===== src/hw/rtl/fbab_pkg.sv =====
// Shared types and constants for the framebuffer alpha blend pixel unit.
package fbab_pkg;

   localparam int PIXEL_COORD_W = 11;
   localparam int COLOR_W       = 8;
   localparam int ALPHA_W       = 9;
   localparam int WORD_W        = 32;
   localparam int ADDR_W        = 24;
   localparam int LANES_W       = 4;
   localparam int BPP_W         = 6;
   localparam int STRIDE_W      = 14;
   localparam int CSR_ADDR_W    = 3;
   localparam int CSR_DATA_W    = 32;

   localparam logic [ALPHA_W-1:0] ALPHA_ONE = 9'd256;

   localparam logic [BPP_W-1:0] DEPTH_16 = 6'd16;
   localparam logic [BPP_W-1:0] DEPTH_24 = 6'd24;
   localparam logic [BPP_W-1:0] DEPTH_32 = 6'd32;
   localparam logic [BPP_W-1:0] BPP_RESET    = DEPTH_32;
   localparam logic [STRIDE_W-1:0] STRIDE_RESET = '0;

   localparam logic [LANES_W-1:0] LANES_NONE = 4'b0000;
   localparam logic [LANES_W-1:0] LANES_16   = 4'b0011;
   localparam logic [LANES_W-1:0] LANES_RGB  = 4'b0111;

   // Register index is bit 2 of the byte address.
   localparam logic CSR_IDX_BPP    = 1'b0;
   localparam logic CSR_IDX_STRIDE = 1'b1;

   typedef enum logic [1:0] {
      FMT_16,
      FMT_24,
      FMT_32,
      FMT_BAD
   } fmt_type;

   typedef struct packed {
      logic [PIXEL_COORD_W-1:0] pixel_x;
      logic [PIXEL_COORD_W-1:0] pixel_y;
      logic [COLOR_W-1:0]       src_red;
      logic [COLOR_W-1:0]       src_green;
      logic [COLOR_W-1:0]       src_blue;
      logic [ALPHA_W-1:0]       alpha_frac;
      logic [WORD_W-1:0]        background_pixel;
   } req_type;

   typedef struct packed {
      logic [ADDR_W-1:0]  byte_address;
      logic [WORD_W-1:0]  blended_pixel;
      logic [LANES_W-1:0] lane_mask;
      logic               unsupported_depth;
   } rsp_type;

   typedef struct packed {
      logic [BPP_W-1:0]    color_depth;
      logic [STRIDE_W-1:0] line_stride_bytes;
   } cfg_type;

endpackage


===== src/hw/rtl/framebuffer_alpha_blend_pixel.sv =====
// Top level of the framebuffer alpha blend pixel unit with its pipeline registers.
// Usage: a drawing engine presents one pixel per transfer on the req_ channel
// (coordinates, source color, alpha out of 256 and the background word read
// from the framebuffer). Each pixel yields exactly one transfer on the rsp_
// channel carrying the byte address, the word to write, its byte-lane mask
// and a flag for an unsupported color depth (mask zero, word unchanged).
// A pixel taken from req_ is captured in the input register, and its answer
// is registered in the result register. Throughput is one pixel per cycle
// while the receiver does not stall; the datapath between the two registers
// is a single pass of three channel blenders (two small multipliers each)
// and the address multiply-add, with no state carried from pixel to pixel.
// When the receiver stalls, the result register holds its transfer and the
// input register can still take one more pixel; req_stall rises only when
// both registers are full and the result is stalled. Reset clears both valid
// flags and sets the depth to 32 bits per pixel and the line stride to zero.
// The user writes depth (offset 0) and stride (offset 4) through the APB-style
// port only while no pixel is in flight; the block does not enforce this.
module framebuffer_alpha_blend_pixel #(
   parameter int MAX_COORD_BITS = 11
) (
   input  logic                              clock,
   input  logic                              reset,
   input  logic                              req_valid,
   output logic                              req_stall,
   input  fbab_pkg::req_type                 req_data,
   output logic                              rsp_valid,
   input  logic                              rsp_stall,
   output fbab_pkg::rsp_type                 rsp_data,
   input  logic                              psel,
   input  logic                              penable,
   input  logic                              pwrite,
   input  logic [fbab_pkg::CSR_ADDR_W-1:0]   paddr,
   input  logic [fbab_pkg::CSR_DATA_W-1:0]   pwdata,
   output logic [fbab_pkg::CSR_DATA_W-1:0]   prdata,
   output logic                              pready
);
   import fbab_pkg::*;

   cfg_type cfg;

   logic    s1_vld_ff;
   logic    s1_vld_in;
   req_type s1_data_ff;
   req_type s1_data_in;
   logic    rsp_vld_ff;
   logic    rsp_vld_in;
   rsp_type rsp_data_ff;
   rsp_type rsp_data_in;
   rsp_type calc;
   logic    adv_rsp;
   logic    take_req;

   fbab_csr u_csr (
      .clock   (clock),
      .reset   (reset),
      .psel    (psel),
      .penable (penable),
      .pwrite  (pwrite),
      .paddr   (paddr),
      .pwdata  (pwdata),
      .prdata  (prdata),
      .pready  (pready),
      .cfg     (cfg)
   );

   fbab_pixel #(
      .COORD_BITS (MAX_COORD_BITS)
   ) u_pixel (
      .cfg  (cfg),
      .item (s1_data_ff),
      .res  (calc)
   );

   // The result register advances when it is empty or its transfer completes.
   assign adv_rsp   = !rsp_vld_ff || !rsp_stall;
   assign req_stall = s1_vld_ff && !adv_rsp;
   assign take_req  = req_valid && !req_stall;

   always_comb begin
      s1_vld_in  = s1_vld_ff;
      s1_data_in = s1_data_ff;
      if (take_req) begin
         s1_vld_in  = 1'b1;
         s1_data_in = req_data;
      end else if (adv_rsp) begin
         s1_vld_in = 1'b0;
      end
   end

   always_comb begin
      rsp_vld_in  = rsp_vld_ff;
      rsp_data_in = rsp_data_ff;
      if (adv_rsp) begin
         rsp_vld_in = s1_vld_ff;
         if (s1_vld_ff) begin
            rsp_data_in = calc;
         end
      end
   end

   always_ff @(posedge clock) begin
      if (reset) begin
         s1_vld_ff  <= 1'b0;
         rsp_vld_ff <= 1'b0;
      end else begin
         s1_vld_ff  <= s1_vld_in;
         rsp_vld_ff <= rsp_vld_in;
      end
   end

   // Payload registers carry no reset; their valid flags qualify them.
   always_ff @(posedge clock) begin
      s1_data_ff  <= s1_data_in;
      rsp_data_ff <= rsp_data_in;
   end

   assign rsp_valid = rsp_vld_ff;
   assign rsp_data  = rsp_data_ff;

   // Back-pressure reaches the input only when both registers hold pixels.
   assert property (@(posedge clock) disable iff (reset)
      req_stall |-> (s1_vld_ff && rsp_vld_ff))
      else $error("input stalled while a pipeline register was free");

   // A pixel leaving the input register always lands in the result register.
   assert property (@(posedge clock) disable iff (reset)
      (s1_vld_ff && adv_rsp) |=> rsp_vld_ff)
      else $error("pixel lost between input and result registers");

   // An unsupported depth gives no lanes and a zero address.
   assert property (@(posedge clock) disable iff (reset)
      (rsp_vld_ff && rsp_data_ff.unsupported_depth) |->
         (rsp_data_ff.lane_mask == LANES_NONE && rsp_data_ff.byte_address == '0))
      else $error("unsupported depth with nonzero lane mask or address");

   // A supported depth writes either the 16-bit or the RGB lanes.
   assert property (@(posedge clock) disable iff (reset)
      (rsp_vld_ff && !rsp_data_ff.unsupported_depth) |->
         (rsp_data_ff.lane_mask == LANES_16 || rsp_data_ff.lane_mask == LANES_RGB))
      else $error("supported depth with unexpected lane mask");

endmodule


===== src/hw/rtl/fbab_csr.sv =====
// Configuration registers of the alpha blend unit behind an APB-style port.
module fbab_csr (
   input  logic                              clock,
   input  logic                              reset,
   input  logic                              psel,
   input  logic                              penable,
   input  logic                              pwrite,
   input  logic [fbab_pkg::CSR_ADDR_W-1:0]   paddr,
   input  logic [fbab_pkg::CSR_DATA_W-1:0]   pwdata,
   output logic [fbab_pkg::CSR_DATA_W-1:0]   prdata,
   output logic                              pready,
   output fbab_pkg::cfg_type                 cfg
);
   import fbab_pkg::*;

   logic          wr_en;
   logic          reg_idx;
   cfg_type       cfg_ff;
   cfg_type       cfg_in;

   assign pready  = 1'b1;
   assign reg_idx = paddr[2];
   assign wr_en   = psel && penable && pwrite && pready;

   always_comb begin
      cfg_in = cfg_ff;
      if (wr_en) begin
         unique case (reg_idx)
            CSR_IDX_BPP:    cfg_in.color_depth       = pwdata[BPP_W-1:0];
            CSR_IDX_STRIDE: cfg_in.line_stride_bytes = pwdata[STRIDE_W-1:0];
            default:        cfg_in = cfg_ff;
         endcase
      end
   end

   always_ff @(posedge clock) begin
      if (reset) begin
         cfg_ff.color_depth       <= BPP_RESET;
         cfg_ff.line_stride_bytes <= STRIDE_RESET;
      end else begin
         cfg_ff <= cfg_in;
      end
   end

   always_comb begin
      unique case (reg_idx)
         CSR_IDX_BPP:    prdata = CSR_DATA_W'(cfg_ff.color_depth);
         CSR_IDX_STRIDE: prdata = CSR_DATA_W'(cfg_ff.line_stride_bytes);
         default:        prdata = '0;
      endcase
   end

   assign cfg = cfg_ff;

endmodule


===== src/hw/rtl/fbab_chan.sv =====
// One color channel blend: (a*src + (256-a)*bg) >> 8.
module fbab_chan (
   input  logic [fbab_pkg::ALPHA_W-1:0] alpha,
   input  logic [fbab_pkg::COLOR_W-1:0] src,
   input  logic [fbab_pkg::COLOR_W-1:0] bg,
   output logic [fbab_pkg::COLOR_W-1:0] blended
);
   import fbab_pkg::*;

   logic [ALPHA_W-1:0] inv_alpha;
   logic [15:0]        fg_prod;
   logic [15:0]        bg_prod;
   logic [15:0]        sum;

   // Alpha is at most 256, so the weighted sum never exceeds 256*255.
   assign inv_alpha = ALPHA_ONE - alpha;
   assign fg_prod   = 16'(alpha) * 16'(src);
   assign bg_prod   = 16'(inv_alpha) * 16'(bg);
   assign sum       = fg_prod + bg_prod;
   assign blended   = sum[15:8];

endmodule


===== src/hw/rtl/fbab_pixel.sv =====
// Per-pixel datapath: format decode, byte address and blended word.
module fbab_pixel #(
   parameter int COORD_BITS = 11
) (
   input  fbab_pkg::cfg_type cfg,
   input  fbab_pkg::req_type item,
   output fbab_pkg::rsp_type res
);
   import fbab_pkg::*;

   localparam int CoordW = (COORD_BITS < PIXEL_COORD_W) ? COORD_BITS : PIXEL_COORD_W;

   fmt_type              fmt;
   logic [ALPHA_W-1:0]   alpha_sat;
   logic [CoordW-1:0]    x_c;
   logic [CoordW-1:0]    y_c;
   logic [CoordW+1:0]    x_off;
   logic [CoordW+STRIDE_W-1:0] y_off;
   logic [ADDR_W-1:0]    addr_sum;
   logic [WORD_W-1:0]    bgw;
   logic [COLOR_W-1:0]   bg_r;
   logic [COLOR_W-1:0]   bg_g;
   logic [COLOR_W-1:0]   bg_b;
   logic [COLOR_W-1:0]   new_r;
   logic [COLOR_W-1:0]   new_g;
   logic [COLOR_W-1:0]   new_b;

   always_comb begin
      unique case (cfg.color_depth)
         DEPTH_16: fmt = FMT_16;
         DEPTH_24: fmt = FMT_24;
         DEPTH_32: fmt = FMT_32;
         default:  fmt = FMT_BAD;
      endcase
   end

   assign alpha_sat = (item.alpha_frac > ALPHA_ONE) ? ALPHA_ONE : item.alpha_frac;
   assign bgw       = item.background_pixel;

   // Address: x times bytes per pixel, plus y times the line stride.
   assign x_c = item.pixel_x[CoordW-1:0];
   assign y_c = item.pixel_y[CoordW-1:0];

   always_comb begin
      unique case (fmt)
         FMT_16:  x_off = {1'b0, x_c, 1'b0};
         FMT_24:  x_off = {1'b0, x_c, 1'b0} + {2'b00, x_c};
         FMT_32:  x_off = {x_c, 2'b00};
         default: x_off = '0;
      endcase
   end

   assign y_off    = (CoordW+STRIDE_W)'(y_c) * (CoordW+STRIDE_W)'(cfg.line_stride_bytes);
   assign addr_sum = ADDR_W'(x_off) + ADDR_W'(y_off);

   // Background channel per format; RGB565 fields are widened by shifting.
   always_comb begin
      unique case (fmt)
         FMT_16: begin
            bg_r = {bgw[15:11], 3'b000};
            bg_g = {bgw[10:5], 2'b00};
            bg_b = {bgw[4:0], 3'b000};
         end
         FMT_24: begin
            bg_r = bgw[7:0];
            bg_g = bgw[15:8];
            bg_b = bgw[23:16];
         end
         default: begin
            bg_r = bgw[23:16];
            bg_g = bgw[15:8];
            bg_b = bgw[7:0];
         end
      endcase
   end

   fbab_chan u_chan_r (
      .alpha   (alpha_sat),
      .src     (item.src_red),
      .bg      (bg_r),
      .blended (new_r)
   );

   fbab_chan u_chan_g (
      .alpha   (alpha_sat),
      .src     (item.src_green),
      .bg      (bg_g),
      .blended (new_g)
   );

   fbab_chan u_chan_b (
      .alpha   (alpha_sat),
      .src     (item.src_blue),
      .bg      (bg_b),
      .blended (new_b)
   );

   always_comb begin
      res.byte_address      = addr_sum;
      res.unsupported_depth = 1'b0;
      unique case (fmt)
         FMT_16: begin
            res.blended_pixel = {bgw[31:16], new_r[7:3], new_g[7:2], new_b[7:3]};
            res.lane_mask     = LANES_16;
         end
         FMT_24: begin
            res.blended_pixel = {bgw[31:24], new_b, new_g, new_r};
            res.lane_mask     = LANES_RGB;
         end
         FMT_32: begin
            res.blended_pixel = {bgw[31:24], new_r, new_g, new_b};
            res.lane_mask     = LANES_RGB;
         end
         default: begin
            res.byte_address      = '0;
            res.blended_pixel     = bgw;
            res.lane_mask         = LANES_NONE;
            res.unsupported_depth = 1'b1;
         end
      endcase
   end

endmodule

===== config.mk =====
export PLATFORM = sky130hd
export DESIGN_NAME = framebuffer_alpha_blend_pixel
export DESIGN_NICKNAME = d
export VERILOG_FILES = /design/src/hw/rtl/fbab_pkg.sv /design/src/hw/rtl/framebuffer_alpha_blend_pixel.sv /design/src/hw/rtl/fbab_csr.sv /design/src/hw/rtl/fbab_chan.sv /design/src/hw/rtl/fbab_pixel.sv
export SDC_FILE = /design/constraint.sdc
export NUM_CORES = 2
export LEC_CHECK = 0
export BUFFER_PORTS_ARGS = -buffer_cell sky130_fd_sc_hd__buf_2
export CAP_MARGIN = 15
export CORE_ASPECT_RATIO = 0.5
export CORE_MARGIN = 2
export CORE_UTILIZATION = 40
export CTS_CLUSTER_DIAMETER = 50
export DETAILED_ROUTE_END_ITERATION = 8
export GPL_TIMING_DRIVEN = 1
export SLEW_MARGIN = 25
export SYNTH_ARGS = -nofsm -noshare
export SYNTH_HDL_FRONTEND = slang
export SYNTH_SLANG_ARGS = --single-unit

===== constraint.sdc =====
create_clock -name clock -period 8.25 [get_ports clock]
set_clock_uncertainty 0.05 [all_clocks]
set_input_delay 0.825 -clock clock [delete_from_list [all_inputs] [get_ports clock]]
set_output_delay 0.825 -clock clock [all_outputs]
set_load 0.03 [all_outputs]

## Word-level counts from Yosys, hierarchy flattened

Index checks and enable logic that the tools add are counted.

| operators by class | value |
|---|---|
| $mul | 7 |
| bitwise gates (word level) | 1 |
| add/subtract/negate cells | 6 |
| magnitude comparators | 1 |
| reduce and logical (&&, ||, !) cells | 15 |
| muxes and demuxes | 11 |
| eq/ne operators | 5 |

Operator list:

| cell | count |
|---|---|
| multiplier 9 x 8 -> 16 bit | 6 |
| one-hot mux 28 bit (3 select lines) | 1 |
| one-hot mux 32 bit (2 select lines) | 1 |
| adder 16 bit | 3 |
| one-hot mux 13 bit (3 select lines) | 1 |
| one-hot mux 8 bit (2 select lines) | 2 |
| adder 13 x 24 -> 24 bit | 1 |
| multiplier 11 x 14 -> 24 bit | 1 |
| adder 12 x 11 -> 13 bit | 1 |
| == test 6 x 5 -> 1 bit (second input constant) | 2 |
| greater-than comparator 9 bit (second input constant) | 1 |
| 2-to-1 mux 9 bit | 1 |
| subtractor 9 bit (first input constant) | 1 |
| 2-to-1 mux 8 bit | 1 |
| == test 6 bit (second input constant) | 1 |
| one-hot mux 2 bit (3 select lines) | 1 |
| AND reduction 2 bit | 3 |
| logical AND 1 bit | 4 |
| zero test 1 bit | 4 |
| 2-to-1 mux 1 bit | 3 |
| OR reduction 3 bit | 1 |
| == test 2 x 1 -> 1 bit (second input constant) | 1 |
| == test 2 bit (second input constant) | 1 |
| zero test 2 bit | 1 |
| other kinds (3) | 3 |

| word-level totals | value |
|---|---|
| register bits | 170 |
| output and inout bits | 96 |
| bits of input ports | 129 |

## Logic depth before layout (Yosys ltp)

| logic depth | value |
|---|---|
| word-level depth | 7 |
| mapped depth | 32 |
| mapped depth without buffers | 30 |

## Cells and area by module

From an unflattened synthesis, not the netlist that was laid out.

| unflattened totals | value |
|---|---|
| cells, all modules | 2,768 |
| area total of the unflattened synthesis | 26,788.2 um^2 |

By module, submodules not included:

| module | seq. area each (um^2) | cells an instance | area each (um^2) | instances |
|---|---|---|---|---|
| fbab_pixel | 0.0 | 911 | 7,133.1 | 1 |
| fbab_chan (u_pixel.u_chan_b) | 0.0 | 527 | 4,660.7 | 1 |
| fbab_chan (u_pixel.u_chan_r) | 0.0 | 527 | 4,655.7 | 1 |
| fbab_chan (u_pixel.u_chan_g) | 0.0 | 526 | 4,640.7 | 1 |
| framebuffer_alpha_blend_pixel | 4,484.3 | 158 | 4,530.6 | 1 |
| fbab_csr | 400.4 | 119 | 1,167.4 | 1 |

## Worst setup path before layout

OpenSTA, ideal clock, no wires.

| timing | value |
|---|---|
| path type | reg-to-reg |
| start | register u_csr.cfg_ff, in the netlist u_csr.cfg[14] |
| end | register rsp_data_ff, in the netlist rsp_data[12] (data pin) |
| required time | 7.931 ns |
| path buffers | 3 |
| stages on the path, launching flop included | 32 |
| setup time | 0.269 ns |
| path slack | 0.655 ns |
| data arrival time | 7.277 ns |
| cell sequence | dfxtp_1 nor3_1 nand3_1 clkbuf_1 ha_1 a21boi_2 clkinv_2 nand2_2 clkbuf_1 clkbuf_1 o21a_1 nor2_1 fa_1 inv_1 fa_1 inv_1 fa_1 fa_1 fa_1 inv_1 fa_1 inv_1 ha_1 nand4_1 nor3_1 o2111ai_1 a31oi_1 a21o_1 a31oi_1 xnor2_1 a221oi_1 o22ai_1 |

RTL lines:

| what | line | RTL |
|---|---|---|
| start, declared | fbab_csr.sv:18 | `cfg_type cfg_ff;` |
| start signal, assigned | fbab_csr.sv:41 | `cfg_ff <= cfg_in;` |
| end signal, assigned | framebuffer_alpha_blend_pixel.sv:114 | `rsp_data_ff <= rsp_data_in;` |
| end, declared | framebuffer_alpha_blend_pixel.sv:47 | `rsp_type rsp_data_ff;` |

==> reports/metrics.cfg <==
[synth]
synth_edf_count = 146
synth_flop_cell = edfxtp_1
syn_area_um2 = 25700
ys_warn_count = 0
ys_types = 72
synth_area_per_cell_um2 = 9.45
netlist_instances = 2722
yosys_register_bits = 168
async_reset_ff_share_pct = 0
seq_area_frac_synth_pct = 18.7

[detailed_routing]
drt-wirelength-per-cell_um = 17.8
vias = 18800
routed_via_density = 5.01
drc = 0
drt_iter0_drc = 1353
ant_nets = 0
wl_um = 66500
drtPass1Iterations = 5

[placement]
io_buffers = 184
dp_hpwl_um = 53100
place_congestion = 0.872

[timing]
hold_ws_ns = 0.365
min_period_ns = 7.81
finalSetupViolations = 0
relSlewSlack_pct = 47.2
slew_viol_final = 0
fin_crit_sh_pct = 94.6
max_freq_mhz = 128
grt_setup_unrepaired = no
finalSetupTns_ns = 0
worst_slew_pin_slew_ns = 0.790
finalHoldViolCount = 0

[clock_tree]
clkLatencyLatePin_ns = 0.48
h-tree-depth = 4
cts_root_buf = clkbuf_16
cts_hold_buf = 0
cts_sinks = 168
numCtsBuffers = 17
clockBufferDepth = 2
path_clk_slew_ns = 0.08
cts_tree = yes

[final_layout]
post-route-util_pct = 45.1
num_antenna_cells = 0
area_growth_pct = 11.0
drive_gt1_share_pct = 12.0
num-nets-final = 3710

[setup_path]
worstSetupEndpointType = register
cpMostUsedCell = fa_1
cpPeakStageDelay_ns = 0.56
critPathLaunchType = register
crit_required_ns = 8.52
crit_arrival_ns = 8.08
crit_fanout = 13
worst-setup-path-type = register to register
slowest_stage = edfxtp_1

[grt]
grt_pass1_vias = 20000
grt_max_degree = 73
track_usage_pct = 21.4
antenna_found_initial = 0
grt.overflow.total = 0
grt_pass1_wl_um = 110000

[floorplan]
rows = 65
die_y_um = 183
initial_core_util_pct = 40.6
fp.dieW_um = 363
die-area_um2 = 66500
num_io_pins = 225
core_area_um2 = 63400

[status]
status = complete, no violations

[run]
maxCapViolCount = 0

[worst_hold_path]
hold_path_class = register to register

-- what timing repair did --
item / CTS / global route
setup endpoints to repair: 0 / 15
gates resized for setup: 0 / 20
buffers inserted: 0 / 0
-- synthesized netlist by cell type, drive strengths merged, types with 8 or more instances --
| library cell | number | share of area, % |
|---|---|---|
| nand3 | 13 | 0.30 |
| a22oi | 21 | 0.61 |
| nand2b | 25 | 0.61 |
| o21a | 20 | 0.58 |
| edfxtp | 146 | 17 |
| nand2 | 362 | 5.3 |
| a21oi | 54 | 1.1 |
| dfxtp | 22 | 1.7 |
| and2 | 162 | 3.9 |
| mux2i | 13 | 0.51 |
| and3 | 11 | 0.27 |
| nor3 | 20 | 0.41 |
| buf | 43 | 0.96 |
| a221oi | 8 | 0.27 |
| xor2 | 24 | 0.82 |
| fa | 438 | 34 |
| nor2 | 195 | 2.9 |
| a31oi | 9 | 0.22 |
| a21o | 14 | 0.41 |
| ha | 250 | 12 |
| clkbuf | 86 | 1.3 |
| nor2b | 29 | 0.70 |
| inv | 565 | 8.2 |
| xnor2 | 56 | 1.9 |
| or2 | 9 | 0.22 |
| o21ai | 51 | 0.99 |
-- cells in the final DEF, fill, tap and decap left out, types with 20 or more instances in the layout --
master and count:
inv_1 565, fa_1 438, nand2_1 361, ha_1 249, nor2_1 190, buf_2 184
and2_1 162, edfxtp_1 146, buf_4 75, xnor2_1 56, a21oi_1 48, o21ai_0 46
nand2b_1 25, xor2_1 23, dfxtp_1 22, nor2b_1 20, a22oi_1 20, conb_1 20
-- area by class of cell --
| type | count | area, um^2 |
|---|---|---|
| Multi-Input combinational cell | 1876 | 18400 |
| Fill cell | 6053 | 34800 |
| Tap cell | 837 | 1050 |
| Timing Repair Buffer | 263 | 1550 |
| Inverter | 567 | 2130 |
| Clock inverter | 15 | 181 |
| Clock buffer | 17 | 425 |
| Sequential cell | 168 | 4820 |
-- metal layers --
layer | vias up | share of wire (%) | global-route usage [%]
met5 | - | 0 | 0
met4 | 0 | 2.2 | 5.48
met3 | 75 | 5.5 | 3.40
met2 | 469 | 49 | 36.0
met1 | 9563 | 44 | 28.8
li1 | 8653 | - | -
-- state kept, by name (all words and copies together), names as in the netlist --
name,flops
s1_data_ff,87
rsp_data,59
rsp_valid,1
u_csr.cfg,20
s1_vld_ff,1
-- worst paths after layout --
check                 startpoint           end  cells after the start  slack [ns]
hold reg to reg   s1_data_ff[31]  rsp_data[36]                      0        0.36
hold / removal    s1_data_ff[31]  rsp_data[36]                      0        0.36
setup / recovery  s1_data_ff[40]  rsp_data[11]                     25        0.44
setup reg to reg  s1_data_ff[40]  rsp_data[11]                     25        0.44
-- worst max-delay path: cells and delay by family (launching register included) --
family,cells,cell delay [ns]
AO/OA/AOI/OAI,5,1.20
XOR/XNOR,1,0.22
multiplexers,1,0.42
adder cells (fa/ha/maj),7,3.24
buffers and inverters,4,0.44
AND/OR/NAND/NOR,7,1.52
flip-flops,1,0.56
-- stage by stage --
| step | cells | cell area [um^2] | worst slack (ns) |
|---|---|---|---|
| after floorplan | 2740 | 25800 | 0.655 |
| after global placement | 3710 | 27800 | 0.326 |
| after detailed placement | 3711 | 27900 | 0.242 |
| after CTS | 3743 | 28500 | 0.219 |
| after global routing | 3743 | 28600 | 0.0124 |
| final | 3743 | 28600 | 0.444 |
-- logic make-up after synthesis --
kind of cell | count (synthesis) | share of synthesized area, %
muxes | 20 | 0.812
buffers and inverters | 696 | 10.5
and+or+nand+nor | 846 | 15.2
other | 2 | 0.0292
xor gates and xnor gates | 80 | 2.72
adders and majority gates | 688 | 46.2
DFF | 168 | 18.7
AOI/OAI and AO/OA | 222 | 5.74
Power is not shown: default switching activity piles up to over one toggle a cycle in this logic, so the estimate is an artifact.
